===== config.mk =====
export PLATFORM = sky130hd
export DESIGN_NAME = kway_merge_chunker
export DESIGN_NICKNAME = d
export VERILOG_FILES = /design/src/rtl/core/kwmc_pkg.sv /design/src/rtl/core/kway_merge_chunker.sv /design/src/rtl/core/kwmc_key_mem.sv
export SDC_FILE = /design/constraint.sdc
export NUM_CORES = 2
export LEC_CHECK = 0
export BUFFER_PORTS_ARGS = -buffer_cell sky130_fd_sc_hd__buf_2
export CAP_MARGIN = 20
export CORE_ASPECT_RATIO = 0.9
export CORE_MARGIN = 2
export CORE_UTILIZATION = 44
export CTS_BUF_LIST = sky130_fd_sc_hd__clkbuf_4 sky130_fd_sc_hd__clkbuf_8 sky130_fd_sc_hd__clkbuf_16
export DETAILED_ROUTE_END_ITERATION = 8
export GPL_TIMING_DRIVEN = 1
export PLACE_DENSITY = 0.7
export RECOVER_POWER = 100
export SETUP_SLACK_MARGIN = 0.3
export SYNTH_ARGS = -nofsm -noshare
export SYNTH_HDL_FRONTEND = slang
export SYNTH_HIERARCHICAL = 1
export SYNTH_SLANG_ARGS = --single-unit

===== constraint.sdc =====
create_clock -name clk -period 8.2 [get_ports clk]
set_input_delay 0.82 -clock clk [delete_from_list [all_inputs] [get_ports clk]]
set_output_delay 0.82 -clock clk [all_outputs]
set_load 0.05 [all_outputs]

===== src/rtl/core/kwmc_pkg.sv =====
// Shared constants for the k-way merge chunker.
package kwmc_pkg;

  localparam int STREAM_W   = 4;
  localparam int LOC_W      = 64;
  localparam int CNT_BITS   = 21;
  localparam int STREAMS_W  = 5;
  localparam int CFG_ADDR_W = 1;
  localparam int CFG_DATA_W = 21;

  // configuration register indexes
  localparam logic [CFG_ADDR_W-1:0] REG_CHUNK_LEN = 1'b0;
  localparam logic [CFG_ADDR_W-1:0] REG_STREAMS   = 1'b1;

  // input actions
  localparam logic ACT_KEY     = 1'b0;
  localparam logic ACT_EXHAUST = 1'b1;

  typedef logic [CNT_BITS-1:0] cnt_t;

endpackage


===== src/rtl/core/kway_merge_chunker.sv =====
// Top level of the k-way merge chunker: stream bookkeeping, min scan, chunk counter.
// An item that leaves no stream awaiting a key starts the min scan, and the result is
//   loaded into the output register in the result state; other items update bookkeeping.
// The input stalls outside the idle state: no item is taken while the min scan reads the
//   key memory one entry per cycle; one beat may wait in the output register meanwhile.
// Reset (synchronous, rst_n low): chunk length 1, 16 streams in use, all heads invalid,
//   every stream in use awaiting its key, chunk counter zero. No clearing pass.
module kway_merge_chunker #(
  parameter int MAX_STREAMS = 16,
  parameter int KEY_BITS    = 64
) (
  input  logic                              clk,
  input  logic                              rst_n,
  // configuration
  input  logic                              cfg_we,
  input  logic [kwmc_pkg::CFG_ADDR_W-1:0]   cfg_addr,
  input  logic [kwmc_pkg::CFG_DATA_W-1:0]   cfg_wdata,
  // input channel
  input  logic                              in_valid,
  output logic                              in_stall,
  input  logic                              in_action,
  input  logic [kwmc_pkg::STREAM_W-1:0]     in_stream,
  input  logic signed [kwmc_pkg::LOC_W-1:0] in_location,
  // result channel
  output logic                              out_valid,
  input  logic                              out_stall,
  output logic                              out_has_record,
  output logic [kwmc_pkg::STREAM_W-1:0]     out_chosen_stream,
  output logic signed [kwmc_pkg::LOC_W-1:0] out_chosen_location,
  output logic [kwmc_pkg::CNT_BITS-1:0]     out_chunk_count,
  output logic                              out_chunk_end,
  output logic                              out_merge_done
);

  import kwmc_pkg::*;

  localparam int IDX_W = (MAX_STREAMS > 1) ? $clog2(MAX_STREAMS) : 1;
  localparam int CNT_W = $clog2(MAX_STREAMS + 1);
  localparam int CMP_W = (CNT_W > STREAM_W) ? CNT_W : STREAM_W;

  // control states
  localparam logic [1:0] ST_IDLE   = 2'd0;
  localparam logic [1:0] ST_SCAN   = 2'd1;
  localparam logic [1:0] ST_RESULT = 2'd2;

  // streams_in_use clamped into 1..MAX_STREAMS
  function automatic logic [CNT_W-1:0] clamp_n(input logic [STREAMS_W-1:0] v);
    logic [CNT_W-1:0] r;
    if (v == '0) begin
      r = CNT_W'(1);
    end else if (int'(v) > MAX_STREAMS) begin
      r = CNT_W'(MAX_STREAMS);
    end else begin
      r = CNT_W'(v);
    end
    return r;
  endfunction

  logic [1:0]             state_r;
  cnt_t                   chunk_len_r;
  logic [CNT_W-1:0]       live_n_r;
  logic [MAX_STREAMS-1:0] head_valid_r;
  logic [MAX_STREAMS-1:0] awaiting_r;
  logic [CNT_W-1:0]       await_cnt_r;
  cnt_t                   rec_r;
  logic                   finished_r;

  // scan pipeline
  logic [IDX_W-1:0]       scan_idx_r;
  logic                   scan_issue_r;
  logic                   cmp_vld_r;
  logic [IDX_W-1:0]       cmp_idx_r;
  logic                   best_found_r;
  logic [IDX_W-1:0]       best_idx_r;
  logic [KEY_BITS-1:0]    best_key_r;

  // output register
  logic                   out_valid_r;
  logic                   out_has_record_r;
  logic [STREAM_W-1:0]    out_chosen_stream_r;
  logic signed [LOC_W-1:0] out_chosen_location_r;
  cnt_t                   out_chunk_count_r;
  logic                   out_chunk_end_r;
  logic                   out_merge_done_r;

  logic [KEY_BITS-1:0]    mem_q;
  logic                   in_acc;
  logic [CMP_W-1:0]       stream_ext;
  logic [IDX_W-1:0]       sidx;
  logic                   item_ok;
  logic                   key_we;
  logic [CNT_W-1:0]       await_cnt_nxt;
  logic                   slot_free;
  logic                   take_best;
  cnt_t                   limit;
  cnt_t                   rec_nxt;
  logic [MAX_STREAMS-1:0] awaiting_init;

  // only the idle state takes beats
  assign in_stall   = (state_r != ST_IDLE);
  assign in_acc     = in_valid && !in_stall;
  assign stream_ext = CMP_W'(in_stream);
  assign sidx       = IDX_W'(stream_ext);
  assign item_ok    = !finished_r && (stream_ext < CMP_W'(live_n_r)) && awaiting_r[sidx];
  assign key_we     = in_acc && item_ok && (in_action == ACT_KEY);
  assign await_cnt_nxt = await_cnt_r - CNT_W'(1);

  // result slot is free when empty or drained this cycle
  assign slot_free  = !out_valid_r || !out_stall;

  // strict less keeps the lowest index on ties (scan runs upward)
  assign take_best  = cmp_vld_r && head_valid_r[cmp_idx_r] &&
                      (!best_found_r || ($signed(mem_q) < $signed(best_key_r)));

  assign limit      = (chunk_len_r == '0) ? cnt_t'(1) : chunk_len_r;
  assign rec_nxt    = rec_r + cnt_t'(1);

  always_comb begin
    for (int i = 0; i < MAX_STREAMS; i++) begin
      awaiting_init[i] = (i < int'(clamp_n(cfg_wdata[STREAMS_W-1:0])));
    end
  end

  kwmc_key_mem #(
    .DEPTH (MAX_STREAMS),
    .WIDTH (KEY_BITS)
  ) u_key_mem (
    .clk   (clk),
    .we    (key_we),
    .waddr (sidx),
    .wdata (in_location[KEY_BITS-1:0]),
    .raddr (scan_idx_r),
    .rdata (mem_q)
  );

  // control and bookkeeping
  always_ff @(posedge clk) begin
    if (!rst_n) begin
      state_r      <= ST_IDLE;
      chunk_len_r  <= cnt_t'(1);
      live_n_r     <= clamp_n(STREAMS_W'(16));
      head_valid_r <= '0;
      for (int i = 0; i < MAX_STREAMS; i++) begin
        awaiting_r[i] <= (i < int'(clamp_n(STREAMS_W'(16))));
      end
      await_cnt_r  <= clamp_n(STREAMS_W'(16));
      rec_r        <= '0;
      finished_r   <= 1'b0;
      scan_issue_r <= 1'b0;
      cmp_vld_r    <= 1'b0;
      best_found_r <= 1'b0;
      out_valid_r  <= 1'b0;
    end else begin
      // result beat is loaded from the result state, dropped once taken
      if ((state_r == ST_RESULT) && slot_free) begin
        out_valid_r <= 1'b1;
      end else if (!out_stall) begin
        out_valid_r <= 1'b0;
      end

      if (cfg_we && (cfg_addr == REG_CHUNK_LEN)) begin
        chunk_len_r <= cfg_wdata;
      end

      if (cfg_we && (cfg_addr == REG_STREAMS)) begin
        // new stream count restarts the merge
        live_n_r     <= clamp_n(cfg_wdata[STREAMS_W-1:0]);
        head_valid_r <= '0;
        awaiting_r   <= awaiting_init;
        await_cnt_r  <= clamp_n(cfg_wdata[STREAMS_W-1:0]);
        rec_r        <= '0;
        finished_r   <= 1'b0;
        state_r      <= ST_IDLE;
        scan_issue_r <= 1'b0;
        cmp_vld_r    <= 1'b0;
      end else begin
        case (state_r)
          ST_IDLE: begin
            if (in_acc && item_ok) begin
              head_valid_r[sidx] <= (in_action == ACT_KEY);
              awaiting_r[sidx]   <= 1'b0;
              await_cnt_r        <= await_cnt_nxt;
              if (await_cnt_nxt == '0) begin
                state_r      <= ST_SCAN;
                scan_issue_r <= 1'b1;
                best_found_r <= 1'b0;
              end
            end
          end
          ST_SCAN: begin
            cmp_vld_r <= scan_issue_r;
            if (scan_issue_r && (CNT_W'(scan_idx_r) == live_n_r - CNT_W'(1))) begin
              scan_issue_r <= 1'b0;
            end
            if (take_best) begin
              best_found_r <= 1'b1;
            end
            if (!scan_issue_r && !cmp_vld_r) begin
              state_r <= ST_RESULT;
            end
          end
          ST_RESULT: begin
            if (slot_free) begin
              state_r <= ST_IDLE;
              if (best_found_r) begin
                awaiting_r[best_idx_r] <= 1'b1;
                await_cnt_r            <= CNT_W'(1);
                rec_r <= (rec_nxt >= limit) ? '0 : rec_nxt;
              end else begin
                // every stream exhausted: end of merge
                rec_r      <= '0;
                finished_r <= 1'b1;
              end
            end
          end
          default: begin
            state_r <= ST_IDLE;
          end
        endcase
      end
    end
  end

  // scan datapath
  always_ff @(posedge clk) begin
    if (state_r == ST_IDLE) begin
      scan_idx_r <= '0;
    end else if (scan_issue_r) begin
      scan_idx_r <= scan_idx_r + IDX_W'(1);
    end
    cmp_idx_r <= scan_idx_r;
    if (take_best) begin
      best_idx_r <= cmp_idx_r;
      best_key_r <= mem_q;
    end
  end

  // output payload
  always_ff @(posedge clk) begin
    if ((state_r == ST_RESULT) && slot_free) begin
      out_has_record_r <= best_found_r;
      out_merge_done_r <= !best_found_r;
      if (best_found_r) begin
        out_chosen_stream_r   <= STREAM_W'(best_idx_r);
        out_chosen_location_r <= LOC_W'($signed(best_key_r));
        out_chunk_count_r     <= rec_nxt;
        out_chunk_end_r       <= (rec_nxt >= limit);
      end else begin
        out_chosen_stream_r   <= '0;
        out_chosen_location_r <= '0;
        out_chunk_count_r     <= rec_r;
        out_chunk_end_r       <= (rec_r != '0);
      end
    end
  end

  assign out_valid           = out_valid_r;
  assign out_has_record      = out_has_record_r;
  assign out_chosen_stream   = out_chosen_stream_r;
  assign out_chosen_location = out_chosen_location_r;
  assign out_chunk_count     = out_chunk_count_r;
  assign out_chunk_end       = out_chunk_end_r;
  assign out_merge_done      = out_merge_done_r;

  // awaiting counter tracks the awaiting flags
  a_await_cnt: assert property (@(posedge clk) disable iff (!rst_n)
    int'(await_cnt_r) == $countones(awaiting_r))
    else $error("awaiting count out of step with flags");

  // a scan only runs once no stream awaits a key
  a_scan_ready: assert property (@(posedge clk) disable iff (!rst_n)
    (state_r == ST_SCAN) |-> (await_cnt_r == '0) && !finished_r)
    else $error("scan started with streams still awaiting");

  // an end-of-merge beat is only sent once the merge is marked finished
  a_done_final: assert property (@(posedge clk) disable iff (!rst_n)
    (out_valid_r && out_merge_done_r) |-> finished_r && !out_has_record_r)
    else $error("merge done beat without finished state");

endmodule


===== src/rtl/core/kwmc_key_mem.sv =====
// Head key store: one write port, one read port, registered read data.
module kwmc_key_mem #(
  parameter int DEPTH = 16,
  parameter int WIDTH = 64,
  localparam int AW = (DEPTH > 1) ? $clog2(DEPTH) : 1
) (
  input  logic             clk,
  input  logic             we,
  input  logic [AW-1:0]    waddr,
  input  logic [WIDTH-1:0] wdata,
  input  logic [AW-1:0]    raddr,
  output logic [WIDTH-1:0] rdata
);

  logic [WIDTH-1:0] mem [DEPTH];
  logic [WIDTH-1:0] rdata_r;

  always_ff @(posedge clk) begin
    if (we) begin
      mem[waddr] <= wdata;
    end
  end

  always_ff @(posedge clk) begin
    rdata_r <= mem[raddr];
  end

  assign rdata = rdata_r;

endmodule

After elaboration in Yosys (flattened, before gate mapping)
Memories as Yosys holds them, arrays and structs flattened. A register that Yosys moved wholly into a read port is not among the register bits.
Cells that the tools add are included.
- register bits: 259
- logic and storage cells: 155
- RAM bits: 1024
- output and inout bits: 94
- memories kept: 1
- bitwise operators: 8
- add/sub/neg operators: 4
- reduce and logical (&&, ||, !) cells: 39
- multiplexer cells: 43
- magnitude comparators: 25
- equal/unequal tests: 13
- memories (name ; depth ; bits a word ; read ports ; clocked after Yosys merged registers in ; wr ports ; line ; RTL):
    u_key_mem.mem ; 16 ; 64 ; 1 ; 1 ; 1 ; kwmc_key_mem.sv:15 ; logic [WIDTH-1:0] mem [DEPTH];
- operators with widths (cell ; number):
    $mux W21 ; 4
    $lt A64 B64 Y1 ; 1
    $mux W16 ; 4
    $lt A4 B5 Y1 const A ; 8
    $pmux W16 S2 ; 1
    $mux W5 ; 6
    $add A21 B1 Y21 const B ; 1
    $ge A21 B21 Y1 ; 1
    $logic_not A21 Y1 ; 1
    $reduce_bool A21 Y1 ; 1
    $lt A3 B5 Y1 const A ; 4
    $and A16 B16 Y16 ; 1
    $bwmux W16 ; 1
    $not A16 Y16 ; 1
    $or A16 B16 Y16 ; 1
    $lt A4 B5 Y1 const B ; 3
    $mux W1 ; 15
    $logic_and A1 B1 Y1 ; 14
    $ne A2 B2 Y1 const B ; 6
    $reduce_and A4 Y1 ; 3
    $logic_not A5 Y1 ; 2
    $lt A1 B5 Y1 const A ; 2
    $lt A2 B5 Y1 const A ; 2
    $pmux W5 S2 ; 1
    other kinds (26) ; 48

Depth between registers and ports, before layout
- depth in word-level cells: 9
- mapped depth: 17
- gate-level depth less buffers: 14

Hierarchy
The synthesis kept the hierarchy.
- by module, submodules not included (module ; instances ; cells each ; area each (um^2)):
    kwmc_key_mem ; 1 ; 1647 ; 39581.7
    kway_merge_chunker ; 1 ; 1242 ; 12808.5

Least setup slack after synthesis
Ideal clock, no wire load.
- kind: input port to flip-flop
- start: input port in_stream[1] (netlist name)
- end: memory u_key_mem.mem[0][0] (enable)
- path buffers: 1
- cell stages on the path: 8
- arrival time: 6787 ps
- path slack: 848 ps
- required time: 7635 ps
- library setup time: 565 ps
- cells stage by stage: ha_1 > a21o_1 > a211oi_1 > o311ai_1 > buf_4 > nor2_1 > or3b_2 > nor3_1
- longest elaborated chain between the ends: 7
- RTL lines (element ; line ; RTL):
    from (decl) ; kway_merge_chunker.sv:22 ; input logic [kwmc_pkg::STREAM_W-1:0] in_stream,
    $bmux W1 S4 or $lt A4 B5 Y1 (tied branches) ; kway_merge_chunker.sv:104 ; assign item_ok = !finished_r && (stream_ext < CMP_W'(live_n_r)) && awaiting_r[sidx];
    $mux W1 (implied by the code) or $logic_and A1 B1 Y1 (tied branches) ; kway_merge_chunker.sv:104 ;
    $logic_and A1 B1 Y1 * ; kway_merge_chunker.sv:104 ;
    $logic_and A1 B1 Y1 * (2 in series) ; kway_merge_chunker.sv:105 ; assign key_we = in_acc && item_ok && (in_action == ACT_KEY);
    net key_we ; kway_merge_chunker.sv:91 ; logic key_we;
    $mux W1 * ; kwmc_key_mem.sv:19 ; if (we) begin
    $mux W1 (implied by the code) * ; kwmc_key_mem.sv:20 ; mem[waddr] <= wdata;
    to (decl) ; kwmc_key_mem.sv:15 ;
Mark *: on every way through the listed nets, which the timed path passes. The rest lies on a longest branch. The select of a mux whose other input is x is not followed.

Worst setup path in the final report
- start: input port in_stream[2] (netlist name)
- end: memory u_key_mem.mem[15][32] (enable)
Same word-level chain as after synthesis.

==> impl_metrics.py <==
metrics = {
    "sta": {
        "fin_crit_sh": 0.7608,
        "relSlewSlack": -1.802,
        "worst_pin_slew_ns": 4.203,
        "setup_ws_ns": 1.961,
        "slew_violations": 1080,
        "timing.setup.tns_ns": 0,
        "rsz0062_at_grt": "no",
        "skew_ns": 0.02580,
        "min_period_ns": 6.239,
        "finalHoldViolCount": 0,
        "setup_violations": 0,
        "clock.fmax_mhz": 160.3,
    },
    "critical_path": {
        "endpoint_kind": "flop",
        "start_kind": "input port",
        "crit_family": "simple AND/OR/NAND/NOR gates",
        "cp_data_required_time_ns": 8.51,
        "r2r_end": "out_chosen_location[30]",
        "crit_chain": "clkbuf_1 > nor2b_1 > a22oi_1 > nand2_1 > o311ai_0 > nor2_1 > nand3_1 > nor2_1 > clkbuf_2",
        "r2r_setup_slack_ns": 2.15,
        "cp_max_fo": 40,
        "slowest_stage": "nor2_1",
        "regToRegStartpoint": "state_r[1]",
        "crit_type": "in2reg",
        "cp.depth": 9,
        "r2r_cells": 5,
        "cp_common_cell": "nor2_1",
        "worst_ep_arrival_time_ns": 6.55,
        "critPathMaxStageDelay_ns": 2.17,
        "crit_buf_inv": 2,
    },
    "min_path": {
        "worstHoldEndpoint": "chunk_len_r[13]",
        "whs_path_depth": 3,
        "hold_start": "cfg_wdata[13]",
        "hp-class": "in2reg",
    },
    "clock_tree": {
        "cts-resized-gates": 0,
        "cts_buffer_depth": 3,
        "cts_hold_buf": 0,
        "clkSinkCount": 1347,
        "cts_setup_buffers": 0,
        "clkLatencyLatePin_ns": 0.72,
        "path_clk_slew_ns": 0.06,
        "cts_root_buffer": "clkbuf_16",
        "cts_tree": "built",
        "htreeDepth": 4,
        "cts_buffers": 136,
    },
    "logic_synthesis": {
        "netlist_area_um2": 52390,
        "synthTopCellsByCount": "edfxtp_1, mux4_2, nand2_1",
        "syn_avg_cell_area_um2": 18.13,
        "synth_most_common_cell": "edfxtp_1",
        "synth_top_area_share": 0.6786,
        "synth-edff-count": 1184,
        "synth_area_leader_cell": "edfxtp_1",
        "yosysUniqueCellTypes": 66,
        "synth_nets": 3078,
        "synth_area_leaders": "edfxtp_1, mux4_2, dfxtp_1",
        "ys.flop_type": "edfxtp_1",
        "yosys_warnings": 6,
        "ys_ff_latch": 1347,
        "ys_seq_area_frac": 0.7409,
        "synthCells": 2889,
        "synthArstFlopShare": 0,
    },
    "routing": {
        "num_vias": 27173,
        "wl_um": 119200,
        "dr.pass1.iters": 8,
        "drt-initial-drc-count": 2807,
        "via_per_inst": 5.666,
        "drc": 0,
        "post_drt_wl_per_cell_um": 24.85,
        "ant_nets": 0,
    },
    "floorplan": {
        "dieArea_um2": 121800,
        "die_height_um": 331.4,
        "rows": 120,
        "start_util": 0.4417,
        "ios": 190,
        "core_um2": 118600,
        "die_x_um": 367.7,
    },
    "layout": {
        "area_growth_pct": 12.82,
        "nFillCells": 9609,
        "drive_gt1_frac": 0.1746,
        "final_nets": 3292,
    },
    "grt": {
        "grt_pass1_wl_um": 178900,
        "grt_max_degree": 127,
        "antenna_found_initial": 10,
        "first_global_vias": 27356,
        "grt_usage": 0.1955,
        "overflow": 0,
    },
    "run": {
        "cap_violations": 30,
    },
    "power": {
        "p_leak_nw": 19.15,
        "power_mw": 13.94,
        "vdd_drop_max_mv": 0.1990,
        "p_per_area_nw_per_um2": 235.9,
    },
    "placement": {
        "place_ws_ns": 3.240,
        "io_buffers": 189,
        "gp_congestion": 0.8308,
        "hpwl_um": 69410,
    },
    "status": {
        "status": "finished with violations",
        "violations": "max-capacitance violations, max-slew violations",
    },
}
-- cell type report --
type / instances / area, um^2 / share of cell area
Multi-Input combinational cell: 1289 / 12460 / 0.2108
Tap cell: 1586 / 1984 / 0.03357
Antenna cell: 2 / 5.005 / 0.00008468
Sequential cell: 1347 / 38820 / 0.6568
Timing Repair Buffer: 228 / 988.4 / 0.01672
Clock inverter: 64 / 604.3 / 0.01022
Inverter: 101 / 381.6 / 0.006457
Clock buffer: 179 / 3859 / 0.06529
-- sequential cells by signal, indices dropped and copies added, names as in the netlist, 4 cells and up --
register / count
scan_idx_r: 4
head_valid_r: 16
best_idx_r: 4
await_cnt_r: 5
awaiting_r: 16
live_n_r: 5
u_key_mem/rdata: 64
cmp_idx_r: 4
u_key_mem/mem: 1024
best_key_r: 64
out_chosen_location: 64
rec_r: 21
chunk_len_r: 21
out_chunk_count: 21
out_chosen_stream: 4
-- kinds of logic (layout without fill, tap and decap cells) --
logic type | Yosys count | after routing | share of synthesized area
AO/OA/AOI/OAI | 362 | 362 | 0.04693
XOR/XNOR | 44 | 44 | 0.007356
adder cells (fa/ha/maj) | 93 | 93 | 0.02221
buffers and inverters | 253 | 572 | 0.02149
flip-flops | 1347 | 1347 | 0.7409
multiplexers | 269 | 269 | 0.1147
other | 0 | 2 | 0
AND/OR/NAND/NOR | 521 | 521 | 0.04640
-- cells in the final DEF, fill, tap and decap left out, types with 12 or more instances in the layout --
cell type,count
xnor2_1,27
nor4_1,12
nor3_1,36
a21oi_1,78
clkbuf_16,140
xor2_1,17
a211oi_1,26
buf_2,29
clkinv_2,16
o21ai_0,45
nor2_1,137
dfxtp_1,162
nand2b_1,14
nand4_1,29
buf_4,17
clkbuf_1,168
clkinv_1,21
nand2_1,176
ha_1,93
nand3_1,38
nor2b_1,15
clkbuf_4,29
a21boi_0,16
clkbuf_2,13
edfxtp_1,1184
and3_1,17
a22oi_1,133
mux4_2,265
a21o_1,14
inv_1,99
-- worst reg2reg max path, cell delays in order (launching register included) --
cell and delay (ns):
dfxtp_1 0.39, nor2b_1 0.55, nand2_1 0.46, clkinvlp_2 0.98
clkbuf_1 2.02, clkbuf_2 1.15
-- report_power, final --
group	total [mW]	internal [mW]	switching [mW]
sequential	7.51	7.49	0.0221
combinational	0.260	0.0686	0.191
clock	6.17	3.61	2.56
-- metrics by stage --
stage | hold slack [ns] | util | instance area [um^2] | instances
floorplan | 0.3995 | - | 52390 | 2889
global placement | 0.4029 | 0.4642 | 55070 | 4551
detailed placement | 0.4190 | 0.4643 | 55070 | 4551
CTS | 0.2990 | 0.5019 | 59530 | 4794
global route | 0.3189 | 0.4982 | 59100 | 4794
finish | 0.3511 | 0.4983 | 59100 | 4796
-- layer usage --
layer / global-route usage / vias up / wire, um
li1: - / 11931 / -
met1: 0.2804 / 14046 / 52050
met2: 0.3117 / 999 / 57020
met3: 0.03471 / 185 / 7887
met4: 0.04915 / 12 / 2131
met5: 0 / - / 80
-- worst max-delay path by stage --
stage / startpoint / end / slack (ns)
after global routing: in_stream[2] / u_key_mem/mem[2][51] / 1.55
after global placement: best_key_r[63] / best_key_r[10] / 2.57
after CTS: best_key_r[63] / best_key_r[28] / 3.21
after detailed placement: best_key_r[63] / best_key_r[11] / 3.24
final: in_stream[2] / u_key_mem/mem[15][32] / 1.96
after floorplan: in_stream[1] / u_key_mem/mem[0][0] / 0.85
(Power assumes the default switching activity.)
